==> src/hw/rtl/sbft_pkg.sv <==
`default_nettype none

package sbft_pkg;

    localparam int COORD_W    = 8;
    localparam int ROW_W      = 9;
    localparam int PIXEL_W    = 8;
    localparam int COLOR_W    = 4;
    localparam int CFG_DATA_W = 8;
    localparam int CFG_INDEX_W = 3;

    localparam logic [CFG_INDEX_W-1:0] REG_ORIGIN_X      = 3'd0;
    localparam logic [CFG_INDEX_W-1:0] REG_ORIGIN_Y      = 3'd1;
    localparam logic [CFG_INDEX_W-1:0] REG_COLOUR_BYTE   = 3'd2;
    localparam logic [CFG_INDEX_W-1:0] REG_SPRITE_WIDTH  = 3'd3;
    localparam logic [CFG_INDEX_W-1:0] REG_SPRITE_HEIGHT = 3'd4;

    localparam logic [COLOR_W-1:0] FLIP_H    = 4'd1;
    localparam logic [COLOR_W-1:0] FLIP_V    = 4'd2;
    localparam logic [COLOR_W-1:0] FLIP_BOTH = 4'd3;

    localparam logic [CFG_DATA_W-1:0] SIZE_RESET = 8'd8;

    localparam logic MODE_DRAW  = 1'b0;
    localparam logic MODE_ERASE = 1'b1;

    typedef struct packed {
        logic [COORD_W-1:0]    origin_x;
        logic [COORD_W-1:0]    origin_y;
        logic [CFG_DATA_W-1:0] colour_byte;
        logic [COORD_W-1:0]    sprite_width;
        logic [COORD_W-1:0]    sprite_height;
    } cfg_t;

    typedef struct packed {
        logic [COORD_W-1:0] col;
        logic [COORD_W-1:0] row;
        logic               last;
    } pos_t;

    typedef struct packed {
        logic               mode;
        logic [PIXEL_W-1:0] pixel_value;
        pos_t               pos;
    } stage_t;

    typedef struct packed {
        logic [COORD_W-1:0] pix_x;
        logic [ROW_W-1:0]   pix_y;
        logic [COLOR_W-1:0] pix_data;
        logic               write_enable;
        logic               last;
    } out_item_t;

endpackage

`default_nettype wire

==> src/hw/rtl/sbft_if.sv <==
`default_nettype none

interface sbft_in_if;
    logic                          valid;
    logic                          ready;
    logic                          mode;
    logic [sbft_pkg::PIXEL_W-1:0]  pixel_value;

    modport source (output valid, output mode, output pixel_value, input ready);
    modport sink (input valid, input mode, input pixel_value, output ready);
endinterface

interface sbft_out_if;
    logic                          valid;
    logic                          ready;
    logic [sbft_pkg::COORD_W-1:0]  pix_x;
    logic [sbft_pkg::ROW_W-1:0]    pix_y;
    logic [sbft_pkg::COLOR_W-1:0]  pix_data;
    logic                          write_enable;
    logic                          last;

    modport source (
        output valid, output pix_x, output pix_y, output pix_data,
        output write_enable, output last, input ready
    );
    modport sink (
        input valid, input pix_x, input pix_y, input pix_data,
        input write_enable, input last, output ready
    );
endinterface

`default_nettype wire

==> src/hw/rtl/sbft_cnt.sv <==
`default_nettype none

module sbft_cnt (
    input  logic           clk,
    input  logic           rst_n,
    input  logic           advance,
    input  sbft_pkg::cfg_t cfg,
    output sbft_pkg::pos_t pos
);
    import sbft_pkg::*;

    logic [COORD_W-1:0] col_reg;
    logic [COORD_W-1:0] row_reg;
    logic [COORD_W-1:0] col_next;
    logic [COORD_W-1:0] row_next;
    logic [COORD_W-1:0] wmax;
    logic [COORD_W-1:0] hmax;
    logic               col_end;
    logic               row_end;

    // A size of zero acts as 256, which the 8-bit wrap of the subtraction gives.
    assign wmax    = cfg.sprite_width - COORD_W'(1);
    assign hmax    = cfg.sprite_height - COORD_W'(1);
    assign col_end = col_reg >= wmax;
    assign row_end = row_reg >= hmax;

    always_comb
    begin
        col_next = col_reg + COORD_W'(1);
        row_next = row_reg;
        if (col_end)
        begin
            col_next = '0;
            row_next = row_end ? '0 : row_reg + COORD_W'(1);
        end
    end

    always_ff @(posedge clk or negedge rst_n)
    begin
        if (!rst_n)
        begin
            col_reg <= '0;
            row_reg <= '0;
        end
        else if (advance)
        begin
            col_reg <= col_next;
            row_reg <= row_next;
        end
    end

    assign pos.col  = col_reg;
    assign pos.row  = row_reg;
    assign pos.last = col_end && row_end;

endmodule

`default_nettype wire

==> src/hw/rtl/sbft_calc.sv <==
`default_nettype none

module sbft_calc (
    input  logic                stage_valid,
    input  sbft_pkg::stage_t    stage,
    input  sbft_pkg::cfg_t      cfg,
    output sbft_pkg::out_item_t result,
    output logic                result_valid
);
    import sbft_pkg::*;

    logic [COLOR_W-1:0]   flip;
    logic                 flip_h;
    logic                 flip_v;
    logic [COORD_W-1:0]   wmax;
    logic [COORD_W-1:0]   hmax;
    logic [COORD_W-1:0]   cx;
    logic [COORD_W-1:0]   ry;
    logic [2*PIXEL_W-1:0] prod_full;
    logic [PIXEL_W-1:0]   prod;

    assign flip      = cfg.colour_byte[CFG_DATA_W-1 -: COLOR_W];
    assign flip_h    = (flip == FLIP_H) || (flip == FLIP_BOTH);
    assign flip_v    = (flip == FLIP_V) || (flip == FLIP_BOTH);
    assign wmax      = cfg.sprite_width - COORD_W'(1);
    assign hmax      = cfg.sprite_height - COORD_W'(1);
    assign cx        = flip_h ? wmax - stage.pos.col : stage.pos.col;
    assign ry        = flip_v ? hmax - stage.pos.row : stage.pos.row;
    assign prod_full = (2*PIXEL_W)'(stage.pixel_value) * (2*PIXEL_W)'(cfg.colour_byte);
    assign prod      = prod_full[PIXEL_W-1:0];

    always_comb
    begin
        result.last = stage.pos.last;
        if (stage.mode == MODE_ERASE)
        begin
            // Erase writes at the unflipped position and the row is not wrapped.
            result.pix_x        = cfg.origin_x + stage.pos.col;
            result.pix_y        = {1'b0, cfg.origin_y} + {1'b0, stage.pos.row};
            result.pix_data     = '0;
            result.write_enable = 1'b1;
        end
        else
        begin
            result.pix_x        = cfg.origin_x + cx;
            result.pix_y        = {1'b0, cfg.origin_y + ry};
            result.pix_data     = prod[COLOR_W-1:0];
            result.write_enable = prod != '0;
        end
    end

    assign result_valid = stage_valid;

endmodule

`default_nettype wire

==> src/hw/rtl/sprite_blit_flip_transparent.sv <==
// An accepted input transaction passes the input register, then the result register.
// Throughput: one transaction per cycle; the input register and the result register
// advance together, so a full pipeline keeps streaming while pixel_out is ready.
// Reset: origin and color byte clear to zero, width and height to 8, the column and row
// counters to zero, and both pipeline stages empty.
`default_nettype none

module sprite_blit_flip_transparent (
    input  logic                               clk,
    input  logic                               rst_n,
    input  logic                               cfg_we,
    input  logic [sbft_pkg::CFG_INDEX_W-1:0]   cfg_index,
    input  logic [sbft_pkg::CFG_DATA_W-1:0]    cfg_data,
    sbft_in_if.sink                            sprite_in,
    sbft_out_if.source                         pixel_out
);
    import sbft_pkg::*;

    cfg_t      cfg_reg;
    pos_t      pos;
    stage_t    stage_reg;
    logic      stage_valid_reg;
    out_item_t result;
    logic      result_valid;
    out_item_t out_reg;
    logic      out_valid_reg;
    logic      in_fire;
    logic      out_adv;
    logic      stage_adv;

    assign out_adv         = !out_valid_reg || pixel_out.ready;
    assign stage_adv       = !stage_valid_reg || out_adv;
    assign sprite_in.ready = stage_adv;
    assign in_fire         = sprite_in.valid && stage_adv;

    always_ff @(posedge clk or negedge rst_n)
    begin
        if (!rst_n)
        begin
            cfg_reg.origin_x      <= '0;
            cfg_reg.origin_y      <= '0;
            cfg_reg.colour_byte   <= '0;
            cfg_reg.sprite_width  <= SIZE_RESET;
            cfg_reg.sprite_height <= SIZE_RESET;
        end
        else if (cfg_we)
        begin
            case (cfg_index)
                REG_ORIGIN_X:      cfg_reg.origin_x      <= cfg_data;
                REG_ORIGIN_Y:      cfg_reg.origin_y      <= cfg_data;
                REG_COLOUR_BYTE:   cfg_reg.colour_byte   <= cfg_data;
                REG_SPRITE_WIDTH:  cfg_reg.sprite_width  <= cfg_data;
                REG_SPRITE_HEIGHT: cfg_reg.sprite_height <= cfg_data;
                default:           ;
            endcase
        end
    end

    sbft_cnt u_cnt (
        .clk     (clk),
        .rst_n   (rst_n),
        .advance (in_fire),
        .cfg     (cfg_reg),
        .pos     (pos)
    );

    always_ff @(posedge clk or negedge rst_n)
    begin
        if (!rst_n)
        begin
            stage_valid_reg <= 1'b0;
            out_valid_reg   <= 1'b0;
        end
        else
        begin
            if (stage_adv)
            begin
                stage_valid_reg <= sprite_in.valid;
            end
            if (out_adv)
            begin
                out_valid_reg <= result_valid;
            end
        end
    end

    always_ff @(posedge clk)
    begin
        if (in_fire)
        begin
            stage_reg.mode        <= sprite_in.mode;
            stage_reg.pixel_value <= sprite_in.pixel_value;
            stage_reg.pos         <= pos;
        end
        if (result_valid && out_adv)
        begin
            out_reg <= result;
        end
    end

    sbft_calc u_calc (
        .stage_valid  (stage_valid_reg),
        .stage        (stage_reg),
        .cfg          (cfg_reg),
        .result       (result),
        .result_valid (result_valid)
    );

    assign pixel_out.valid        = out_valid_reg;
    assign pixel_out.pix_x        = out_reg.pix_x;
    assign pixel_out.pix_y        = out_reg.pix_y;
    assign pixel_out.pix_data     = out_reg.pix_data;
    assign pixel_out.write_enable = out_reg.write_enable;
    assign pixel_out.last         = out_reg.last;

    // The counters wrap to the first pixel after the last pixel of the sprite.
    assert property (@(posedge clk) disable iff (!rst_n)
        in_fire && pos.last |=> pos.col == '0 && pos.row == '0)
        else $error("counters did not wrap after the last pixel");

    // A stalled result stage must hold the item waiting in the input stage.
    assert property (@(posedge clk) disable iff (!rst_n)
        stage_valid_reg && !out_adv |=> stage_valid_reg && $stable(stage_reg))
        else $error("input stage lost an item during a stall");

    // A skipped write only comes from a draw, so it has an 8-bit row and no color.
    assert property (@(posedge clk) disable iff (!rst_n)
        out_valid_reg && !out_reg.write_enable |-> !out_reg.pix_y[ROW_W-1]
            && out_reg.pix_data == '0)
        else $error("transparent result carries erase row or color data");

endmodule

`default_nettype wire
==> src/flat_wrapper.sv <==
// flat-port wrapper written by rule: the top's interface ports become plain ports
module sprite_blit_flip_transparent_flat import sbft_pkg::*;
  (clk, rst_n, cfg_we, cfg_index, cfg_data, sprite_in_valid, sprite_in_mode, sprite_in_pixel_value, sprite_in_ready, pixel_out_valid, pixel_out_pix_x, pixel_out_pix_y, pixel_out_pix_data, pixel_out_write_enable, pixel_out_last, pixel_out_ready);
  sbft_in_if sprite_in_i ();
  sbft_out_if pixel_out_i ();
  input  logic clk;
  input  logic rst_n;
  input  logic cfg_we;
  input  logic [sbft_pkg::CFG_INDEX_W-1:0] cfg_index;
  input  logic [sbft_pkg::CFG_DATA_W-1:0] cfg_data;
  input wire logic [$bits(sprite_in_i.valid)-1:0] sprite_in_valid;
  input wire logic [$bits(sprite_in_i.mode)-1:0] sprite_in_mode;
  input wire logic [$bits(sprite_in_i.pixel_value)-1:0] sprite_in_pixel_value;
  output wire logic [$bits(sprite_in_i.ready)-1:0] sprite_in_ready;
  output wire logic [$bits(pixel_out_i.valid)-1:0] pixel_out_valid;
  output wire logic [$bits(pixel_out_i.pix_x)-1:0] pixel_out_pix_x;
  output wire logic [$bits(pixel_out_i.pix_y)-1:0] pixel_out_pix_y;
  output wire logic [$bits(pixel_out_i.pix_data)-1:0] pixel_out_pix_data;
  output wire logic [$bits(pixel_out_i.write_enable)-1:0] pixel_out_write_enable;
  output wire logic [$bits(pixel_out_i.last)-1:0] pixel_out_last;
  input wire logic [$bits(pixel_out_i.ready)-1:0] pixel_out_ready;
  assign sprite_in_i.valid = sprite_in_valid;
  assign sprite_in_i.mode = sprite_in_mode;
  assign sprite_in_i.pixel_value = sprite_in_pixel_value;
  assign sprite_in_ready = sprite_in_i.ready;
  assign pixel_out_valid = pixel_out_i.valid;
  assign pixel_out_pix_x = pixel_out_i.pix_x;
  assign pixel_out_pix_y = pixel_out_i.pix_y;
  assign pixel_out_pix_data = pixel_out_i.pix_data;
  assign pixel_out_write_enable = pixel_out_i.write_enable;
  assign pixel_out_last = pixel_out_i.last;
  assign pixel_out_i.ready = pixel_out_ready;
  sprite_blit_flip_transparent u_core (.clk(clk), .rst_n(rst_n), .cfg_we(cfg_we), .cfg_index(cfg_index), .cfg_data(cfg_data), .sprite_in(sprite_in_i), .pixel_out(pixel_out_i));
endmodule
==> config.mk <==
export PLATFORM = sky130hd
export DESIGN_NAME = sprite_blit_flip_transparent_flat
export DESIGN_NICKNAME = d
export VERILOG_FILES = /design/src/hw/rtl/sbft_pkg.sv /design/src/hw/rtl/sbft_if.sv /design/src/hw/rtl/sbft_cnt.sv /design/src/hw/rtl/sbft_calc.sv /design/src/hw/rtl/sprite_blit_flip_transparent.sv /design/src/flat_wrapper.sv
export SDC_FILE = /design/constraint.sdc
export NUM_CORES = 1
export LEC_CHECK = 0
export BUFFER_PORTS_ARGS = -buffer_cell sky130_fd_sc_hd__buf_2
export CAP_MARGIN = 15
export CORE_MARGIN = 10
export CORE_UTILIZATION = 40
export DETAILED_ROUTE_END_ITERATION = 6
export PLACE_DENSITY = 0.59
export SKIP_CTS_REPAIR_TIMING = 1
export SLEW_MARGIN = 20
export SYNTH_ARGS = -nofsm -noshare
export SYNTH_HDL_FRONTEND = slang
export SYNTH_HIERARCHICAL = 1
export SYNTH_SLANG_ARGS = --single-unit
==> constraint.sdc <==
create_clock -name clk -period 7.75 [get_ports clk]
set_clock_uncertainty 0.15 [all_clocks]
set_input_delay 1.9375 -clock clk [delete_from_list [all_inputs] [get_ports clk]]
set_output_delay 1.9375 -clock clk [all_outputs]
set_load 0.03 [all_outputs]
After elaboration in Yosys (flattened, before gate mapping)
Index checks and enable logic that the tools add are counted.
- register bits: 107
- input bits: 25
- output and inout port bits: 25
- add/subtract/negate cells: 10
- $mul: 1
- $lt $le $gt $ge: 2
- equal/unequal tests: 7
- mux-type cells: 5
- reduce and logical (&&, ||, !) cells: 17
- operators by type and width (kind ; count):
    8-bit 2-to-1 mux ; 4
    8-bit adder ; 3
    22-bit 2-to-1 mux ; 1
    8-bit by 1-bit adder with 8-bit output, second input constant ; 2
    8-bit greater-or-equal comparator ; 2
    8-bit by 1-bit subtractor with 8-bit output, second input constant ; 2
    8-bit subtractor ; 2
    2-bit AND reduction ; 6
    8-bit by 8-bit adder with 9-bit output ; 1
    4-bit by 2-bit == test with 1-bit output, second input constant ; 2
    8-bit by 8-bit multiplier with 8-bit output ; 1
    8-bit nonzero test ; 1
    3-bit by 2-bit == test with 1-bit output, second input constant ; 2
    4-bit by 1-bit == test with 1-bit output, second input constant ; 1
    1-bit logical OR ; 4
    3-bit by 1-bit == test with 1-bit output, second input constant ; 1
    3-bit == test, second input constant ; 1
    1-bit logical AND ; 3
    3-bit zero test ; 1
    1-bit zero test ; 2

Longest topological paths before layout
Gate-level depths: netlist of the first run.
- word-level depth: 5
- gate-level depth with buffers: 15
- mapped depth without buffers: 15

By module
Netlist of the first run, hierarchy kept.
- by module, submodules not included (module ; instances ; cells an instance ; area an instance (µm²)):
    sprite_blit_flip_transparent ; 1 ; 145 ; 3094.2
    sbft_calc ; 1 ; 325 ; 2518.7
    sbft_cnt ; 1 ; 152 ; 1440.1

Least setup slack after synthesis of the first run
No wires, ideal clock.
- path kind: input-to-reg
- start point: input pixel_out_ready
- end point: register u_core.u_cnt.row_reg[3]
- arrival: 4322 ps
- data required time: 7479 ps
- slack: 3157 ps
- cell stages on the path: 8
- path buffers: 1
- path through: nand3b_1 and2_1 clkbuf_2 inv_2 or2_1 o32ai_4 o31ai_1 a22o_1
- cells in the longest elaborated chain, start to end: 4
- ends and longest elaborated chain (element ; RTL line ; source):
    start, declared ; flat_wrapper.sv:21 ; input wire logic [$bits(pixel_out_i.ready)-1:0] pixel_out_ready;
    1-bit logical OR ; sprite_blit_flip_transparent.sv:31 ; assign out_adv = !out_valid_reg || pixel_out.ready;
    1-bit logical OR ; sprite_blit_flip_transparent.sv:32 ; assign stage_adv = !stage_valid_reg || out_adv;
    1-bit logical AND ; sprite_blit_flip_transparent.sv:34 ; assign in_fire = sprite_in.valid && stage_adv;
    via u_core.in_fire ; sprite_blit_flip_transparent.sv:27 ; logic in_fire;
    2-bit AND reduction (no line) ; -- ;
    end signal, assigned ; sbft_cnt.sv:48 ; row_reg <= row_next;
    end, declared ; sbft_cnt.sv:13 ; logic [COORD_W-1:0] row_reg;
The timed path passes the listed nets, and every way through them passes these cells.
A chain may end at the register's enable or synchronous reset.

Worst setup path in the final report of the first run
- start point: input pixel_out_ready
- end point: output sprite_in_ready
- cells in the longest elaborated chain, start to end: 2
- ends and longest elaborated chain (element ; RTL line ; source):
    1-bit logical OR ; sprite_blit_flip_transparent.sv:31 ;
    1-bit logical OR ; sprite_blit_flip_transparent.sv:32 ;
    end, declared ; flat_wrapper.sv:14 ; output wire logic [$bits(sprite_in_i.ready)-1:0] sprite_in_ready;
Every way passes these cells.

==> metrics.yaml, run 1 <==
run_status:
  status: "finished, final reports clean"
layout:
  fill_cells: 1629
  instances_no_fill: 908
  drive_gt1_share_pct: 19.3
  largest_reg_flops: 40
  antennaDiodeCount: 0
  multiInputGateArea_um2: 3900
  layout_commonest_cell: "ha_1"
  area_delta_synth_final_pct: 11.2
  final_cell_mix: "ha_1 (72), dfrtp_1 (56), buf_2 (49), edfxtp_1 (49)"
  area.sequential_um2: 2930
  fin_nets: 792
logic_synthesis:
  syn_nets: 736
  syn_avg_cell_area_um2: 11.3
  synth-edff-count: 49
  syn_inst: 622
  ys_async_sr_fraction_pct: 54.2
  yosys.area_share.simple_pct: 12.3
  synth_compound_area_share_pct: 9.31
  synth_flop_cell: "dfrtp_1"
  ys_types: 59
  ys_warn_count: 6
  synthXorXnorAreaFrac_pct: 8.07
  synth_area_um2: 7050
  yosysSeqAreaShare_pct: 41.5
  synth_top_family_by_area: "adder cells"
  yosys_register_bits: 107
  yosys.area_share.adder_pct: 17.6
  muxShareOfSynthArea_pct: 7.93
worst_hold_path:
  whs_path_depth: 0
  worst_hold_path_type: "register to register"
cts:
  clock-root-buffer: "clkbuf_16"
  clk_path_buf_depth: 2
  cts_tree: "done"
  clk_latency_ns: 0.35
  cts_made_buffers: 9
  cts_max_level: 3
  clkTransAtPathRegs_ns: 0.07
  clock_sinks: 107
grt:
  grt_pass1_vias: 4761
  antenna_found_initial: 0
  grt_max_degree: 59
  grt_pass1_wl_mm: 24.6
  grt-ovfl-total: 0
  grtUsageTotal_pct: 12.8
placed_design:
  placed_cells: 892
  pre_cts_ws_ns: 3.25
  io_buffer_count: 49
  hpwl_mm: 11.4
  place_congestion: 0.807
timing:
  slew_violations: 0
  fin_ws_ns: 3.26
  whs_ns: 0.271
  period_share_pct: 58.0
  setup_violations: 0
  max_freq_mhz: 223
  rsz0062_at_grt: "false"
  hold_viol: 0
  final.setup.tns_ns: 0
  fin_crit_ns: 4.49
  max-slew-margin-rel_pct: 49.0
  tightest_slew_ns: 0.760
job:
  cap_violations: 0
worst_setup_path:
  r2r_cells: 13
  end_kind: "primary output"
  crit_type: "primary input to primary output"
  cp.required_ns: 5.66
  worstPathArrival_ns: 2.41
  critPathMaxFanout: 3
  cp-start-kind: "primary input"
routing:
  first_iter_violations: 246
  vias_per_cell: 5.11
  firstDrtPassIters: 4
  drc: 0
  routed_wl_mm: 15.0
  wl_per_cell_um: 16.5
  postRouteAntennaNets: 0
  vias: 4640
power_and_ir_drop:
  power.leakage_nw: 3.48
  finalPower_mw: 2.37
  vdd_drop_max_uv: 138
  powerDensity_nw_per_um2: 303
floorplanning:
  die_h_um: 153
  start_util_pct: 40.8
  core_um2: 17300
  num_rows: 48
  die_area_um2: 23300
  io_pins: 50
  die_w_um: 153
power by group:
group | total (mW) | switching [mW] | leakage (nW) | internal [mW]
registers | 0.857 | 0.118 | 1.18 | 0.739
clock network | 0.424 | 0.207 | 0.135 | 0.217
logic | 1.09 | 0.588 | 2.16 | 0.503
total | 2.37 | 0.913 | 3.48 | 1.46
final timing paths:
kind | startpoint | endpoint | slack (ns)
worst max-delay path | pixel_out_ready | sprite_in_ready | 3.26
worst min-delay path | u_core/stage_reg[0]$_DFFE_PP_ | u_core/pixel_out.last$_DFFE_PP_ | 0.27
worst max register to register | u_core/stage_reg[18]$_DFFE_PP_ | u_core/pixel_out.write_enable$_DFFE_PP_ | 3.65
worst min register to register | u_core/stage_reg[0]$_DFFE_PP_ | u_core/pixel_out.last$_DFFE_PP_ | 0.27
max in group asynchronous | rst_n | u_core/cfg_reg[16]$_DFFE_PN0P_ | 5.35
min in group asynchronous | rst_n | u_core/u_cnt/row_reg[4]$_DFFE_PN0P_ | 1.58
through the flow:
step,util (%),instance area [µm²]
finish,45.3,7840
global route,45.3,7840
CTS,45.3,7840
detailed placement,43.8,7570
global placement,43.8,7570
floorplan,-,7050
synthesized netlist by cell type (all sizes together) (9+ instances only):
cell type / count / area share [%]
a21o: 13 / 1.4
a21oi: 24 / 1.7
and2: 21 / 1.9
dfrtp: 56 / 20
edfxtp: 49 / 21
fa: 17 / 4.8
ha: 72 / 13
inv: 48 / 2.6
mux2: 47 / 7.5
nand2: 47 / 2.5
nor2: 31 / 1.7
nor2b: 11 / 0.98
nor3: 9 / 0.64
o21ai: 21 / 1.5
xnor2: 42 / 5.2
xor2: 23 / 2.9
layout make-up:
cell class	instances	area share, %
clock buffers	9	2.87
inverters	48	2.30
clock inverters	7	0.558
repair buffers	55	3.70
well taps	225	3.59
flip-flops and latches	107	37.3
multi-input cells	457	49.7
critical path, cell delays in order:
cell	delay [ns]
buf_2	0.10
nand3b_1	0.17
buf_2	0.20
metal layers:
metal  global-route usage (%)  routed length (µm)  vias up  share of wire [%]
met5                        0                   0        -                  0
met4                     3.36                 113        0               0.75
met3                     2.57                 445        5                3.0
met2                     22.0                7460       62                 50
met1                     16.0                6960     2268                 46
li1                         -                   -     2305                  -
cell families (layout without fill, tap and decap cells):
logic type	after synthesis	count (layout)
fa+ha+maj	89	89
simple gates	162	162
buf+inv	58	119
xor+xnor	65	65
flops	107	107
mux	50	50
compound gates	91	91
Note: power is estimated with default switching activity, not from simulation.
==> inputs of run 2 (changes only) <==
--- a/config.mk
+++ b/config.mk
@@ -10,7 +10,7 @@
 export CORE_MARGIN = 10
 export CORE_UTILIZATION = 40
 export DETAILED_ROUTE_END_ITERATION = 6
-export PLACE_DENSITY = 0.59
+export PLACE_DENSITY = 0.61
 export SKIP_CTS_REPAIR_TIMING = 1
 export SLEW_MARGIN = 20
 export SYNTH_ARGS = -nofsm -noshare
==> constraint.sdc (replaced) <==
create_clock -name clk -period 3.88 [get_ports clk]
set_clock_uncertainty 0.15 [all_clocks]
set_input_delay 0.97 -clock clk [delete_from_list [all_inputs] [get_ports clk]]
set_output_delay 0.97 -clock clk [all_outputs]
set_load 0.03 [all_outputs]
==> metrics.yaml, run 2 (same netlist as run 1, synthesis figures left out) <==
placed_design:
  dpl-instance-area_um2: 7680
  io_buffer_count: 49
  hpwl_mm: 12.2
  place_congestion: 0.805
layout:
  final_cell_mix: "ha_1 (68), dfrtp_1 (55), buf_2 (49), edfxtp_1 (49), mux2_2 (47)"
  area_delta_synth_final_pct: 15.1
  utilization_pct: 46.9
  fill_cells: 1594
  layout_commonest_cell: "ha_1"
  largest_reg_flops: 40
  fin_area_um2: 8120
  drive_gt1_share_pct: 24.8
  fin_nets: 814
  antennaDiodeCount: 0
routing:
  vias_per_cell: 5.20
  firstDrtPassIters: 4
  postRouteAntennaNets: 0
  drc: 0
  vias: 4833
  routed_wl_mm: 16.2
  wl_per_cell_um: 17.4
  first_iter_violations: 235
grt:
  grt-ovfl-total: 0
  grt_pass1_vias: 5062
  antenna_found_initial: 0
  grtUsageTotal_pct: 13.8
  grt_max_degree: 39
  grt_pass1_wl_mm: 26.3
floorplanning:
  io_pins: 50
  start_util_pct: 40.8
  die_area_um2: 23300
  core_um2: 17300
  die_h_um: 153
  num_rows: 48
  die_w_um: 153
power_and_ir_drop:
  power.leakage_nw: 3.60
  powerDensity_nw_per_um2: 625
  vdd_drop_max_uv: 471
cts:
  clock_sinks: 107
  cts_max_level: 3
  clk_path_buf_depth: 2
  cts_made_buffers: 9
  clk_latency_ns: 0.35
  clock-root-buffer: "clkbuf_16"
  clkTransAtPathRegs_ns: 0.07
  cts_tree: "done"
worst_setup_path:
  end_kind: "register"
  critPathTopFamily: "adder cells"
  crit_type: "register to register"
  cp.required_ns: 3.81
  worstPathArrival_ns: 3.74
  critPathBufInv: 3
  critPathMaxFanout: 6
  slowest_stage: "fa_1"
  cp-start-kind: "register"
  cp_slowest_stage_delay_ns: 0.53
  crit_path_cell_trace: "nand2_2 -> fa_2 -> fa_1 -> inv_2 -> fa_1 -> inv_1 -> fa_2 -> inv_2 -> ha_4 -> a21oi_4 -> xnor2_2 -> xnor2_1 -> nand4_1"
worst_hold_path:
  worst_hold_path_type: "register to register"
timing:
  tightest_slew_ns: 0.937
  slew_violations: 0
  hold_viol: 0
  period_share_pct: 98.1
  max-slew-margin-rel_pct: 37.6
  max_freq_mhz: 263
  setup_violations: 0
  fin_crit_ns: 3.80
run_status:
  status: "finished, final reports clean"
job:
  cap_violations: 0
==> run 2: cell count changes in the layout (fill, tap and decap cells not counted), moves of 4 or more <==
cell,previous run,this run
fa_1,17,13
inv_2,1,6
buf_4,6,26
inv_1,47,42
ha_1,72,68
fa_2,0,4
==> run 2: area by class of cell <==
cell class                 instances  area (µm²)  area share (%)
sequential                       107        2930            36.1
timing repair buffer              77         463            5.70
clock buffer                      12         256            3.16
tap                              225         282            3.47
inverter                          48         180            2.22
clock inverter                     4        31.3           0.385
multi-input combinational        457        3980            49.0
==> run 2: worst paths after layout <==
| kind | from | end | slack [ns] | depth (start not counted) |
|---|---|---|---|---|
| worst max register to register | u_core/stage_reg[18]$_DFFE_PP_ | u_core/pixel_out.write_enable$_DFFE_PP_ | 0.08 | 13 |
| worst min-delay path | u_core/stage_reg[0]$_DFFE_PP_ | u_core/pixel_out.last$_DFFE_PP_ | 0.28 | 0 |
| worst min register to register | u_core/stage_reg[0]$_DFFE_PP_ | u_core/pixel_out.last$_DFFE_PP_ | 0.28 | 0 |
| worst max-delay path | u_core/stage_reg[18]$_DFFE_PP_ | u_core/pixel_out.write_enable$_DFFE_PP_ | 0.08 | 13 |
| min in group asynchronous | rst_n | u_core/u_cnt/row_reg[4]$_DFFE_PN0P_ | 0.61 | 1 |
| max in group asynchronous | rst_n | u_core/cfg_reg[11]$_DFFE_PN1P_ | 2.17 | 2 |
==> run 2: power by group <==
part	leakage (nW)	switching (mW)	internal (mW)
sequential	1.18	0.213	1.48
combinational	2.27	1.30	1.17
clock	0.142	0.430	0.477
==> run 2: stage by stage <==
step                      setup TNS [ns]  hold slack [ns]  std cells  worst slack, ns  power (mW)
after floorplan                        0            0.317        622           0.0659        3.41
after global placement           -0.0388            0.263        906          -0.0388        3.91
after detailed placement          -0.248            0.276        906           -0.248        4.02
after CTS                         -0.225            0.285        922           -0.225        4.94
after global routing             -0.0294            0.320        930          -0.0294        5.47
final                                  0            0.282        930           0.0757        5.07
==> run 2: layer usage <==
metal / part of all wire, % / GRT usage, % / up-vias
li1: - / - / 2357
met1: 45 / 16.6 / 2383
met2: 50 / 23.8 / 78
met3: 3.5 / 3.39 / 15
met4: 1.4 / 3.77 / 0
met5: 0 / 0 / -
==> inputs of run 3 (changes only) <==
--- a/config.mk
+++ b/config.mk
@@ -5,9 +5,9 @@
 export SDC_FILE = /design/constraint.sdc
 export NUM_CORES = 1
 export LEC_CHECK = 0
-export BUFFER_PORTS_ARGS = -buffer_cell sky130_fd_sc_hd__buf_2
+export BUFFER_PORTS_ARGS = -buffer_cell sky130_fd_sc_hd__buf_4
 export CAP_MARGIN = 15
-export CORE_MARGIN = 10
+export CORE_MARGIN = 5
 export CORE_UTILIZATION = 40
 export DETAILED_ROUTE_END_ITERATION = 6
 export PLACE_DENSITY = 0.61
==> metrics.yaml, run 3 (same netlist as run 1, synthesis figures left out) <==
grt:
  grt_pass1_wl_mm: 25.3
  grtUsageTotal_pct: 15.8
  antenna_found_initial: 0
  grt_pass1_vias: 4892
  grt-ovfl-total: 0
  grt_max_degree: 59
floorplanning:
  io_pins: 50
  die_w_um: 143
  core_um2: 17300
  die_area_um2: 20400
  die_h_um: 143
  num_rows: 48
  start_util_pct: 40.8
routing:
  routed_wl_mm: 15.6
  drc: 0
  wl_per_cell_um: 16.8
  vias: 4792
  postRouteAntennaNets: 0
  vias_per_cell: 5.17
  firstDrtPassIters: 4
  first_iter_violations: 266
power_and_ir_drop:
  swShare_pct: 37.5
  p_comb_share_pct: 48.5
  p_int_mw: 3.20
  p_clk_share_pct: 18.5
  power.leakage_nw: 3.64
  powerDensity_nw_per_um2: 622
  vdd_drop_max_uv: 374
  pwr-share-seq_pct: 33.1
  p_switching_mw: 1.92
cts:
  clk_latency_ns: 0.35
  clk_path_buf_depth: 2
  cts_made_buffers: 9
  cts_max_level: 3
  clock_sinks: 107
  cts_tree: "done"
  clkTransAtPathRegs_ns: 0.07
  clock-root-buffer: "clkbuf_16"
timing:
  setup_violations: 0
  rsz0062_at_grt: "true"
  final.setup.tns_ns: 0
  max_freq_mhz: 264
  tightest_slew_ns: 0.800
  hold_viol: 0
  fin_crit_ns: 3.79
  period_share_pct: 97.7
  slew_violations: 0
  max-slew-margin-rel_pct: 46.7
layout:
  largest_reg_flops: 40
  fin_nets: 811
  utilization_pct: 47.6
  area_delta_synth_final_pct: 16.6
  drive_gt1_share_pct: 23.8
  layout_commonest_cell: "buf_4"
  antennaDiodeCount: 0
  final_cell_mix: "buf_4 (73), ha_1 (69), dfrtp_1 (56), edfxtp_1 (49), mux2_2 (47)"
  fill_cells: 1565
worst_setup_path:
  cp.required_ns: 3.81
  cp-start-kind: "register"
  end_kind: "register"
  critPathMaxFanout: 4
  reg2reg_slack_ns: 0.09
  crit_type: "register to register"
  worstPathArrival_ns: 3.72
worst_hold_path:
  worst_hold_path_type: "register to register"
placed_design:
  hpwl_mm: 11.6
  io_buffer_count: 49
  place_congestion: 0.798
run_status:
  status: "finished, final reports clean"
job:
  cap_violations: 0
==> run 3: worst max-delay path, stage by stage (launching register included) <==
cell and delay [ns]:
edfxtp_1 0.40, buf_4 0.13, nand2_1 0.07, fa_1 0.53, inv_1 0.06, ha_4 0.21
fa_1 0.54, inv_2 0.04, fa_2 0.55, inv_1 0.06, ha_4 0.26, a21oi_4 0.16
xnor2_2 0.12, xnor2_1 0.14, nand4_1 0.10
==> run 3: per-stage QoR <==
stage,hold WS (ns),std cells,worst slack [ns],total power [mW],instance area (µm²)
6_report,0.283,927,0.0904,5.12,8230
5_1_grt,0.300,927,-0.0405,5.48,8230
4_1_cts,0.286,920,-0.0820,5.00,8090
3_5_place_dp,0.267,904,-0.0557,4.04,7790
3_3_place_gp,0.262,904,0.0370,3.96,7790
2_1_floorplan,0.317,622,0.0659,3.41,7050
==> run 3: cell type report <==
class                   count  area [µm²]  share of cell area (%)
flip-flops and latches    107        2930                    35.6
clock buffers              11         243                    2.95
multi-input cells         457        3980                    48.3
well taps                 225         282                    3.42
clock inverters             5        60.1                   0.730
inverters                  48         180                    2.19
repair buffers             74         559                    6.80
==> run 3: per-layer routing <==
metal	routed length, µm	GRT usage [%]	vias up	part of all wire [%]
met5	0	0	-	0
met4	344	4.80	0	2.2
met3	575	3.75	23	3.7
met2	7520	26.2	75	48
met1	7150	20.5	2348	46
li1	-	-	2346	-
==> run 3: worst paths after layout <==
check	start	end	depth (start not counted)
max	u_core/stage_reg[19]$_DFFE_PP_	u_core/pixel_out.write_enable$_DFFE_PP_	14
max reg2reg	u_core/stage_reg[19]$_DFFE_PP_	u_core/pixel_out.write_enable$_DFFE_PP_	14
min reg2reg	u_core/stage_reg[0]$_DFFE_PP_	u_core/pixel_out.last$_DFFE_PP_	0
min in group asynchronous	rst_n	u_core/u_cnt/col_reg[4]$_DFFE_PN0P_	1
max in group asynchronous	rst_n	u_core/cfg_reg[17]$_DFFE_PN0P_	1
min	u_core/stage_reg[0]$_DFFE_PP_	u_core/pixel_out.last$_DFFE_PP_	0
==> run 3: power by group through the flow <==
| stage | clock network [mW] | registers, mW | logic [mW] |
|---|---|---|---|
| after global placement | 0 | 1.70 | 2.25 |
| after floorplan | 0 | 1.79 | 1.62 |
| after detailed placement | 0 | 1.71 | 2.32 |
| after global routing | 1.01 | 1.73 | 2.74 |
| after CTS | 0.973 | 1.69 | 2.34 |
| final | 0.944 | 1.69 | 2.48 |
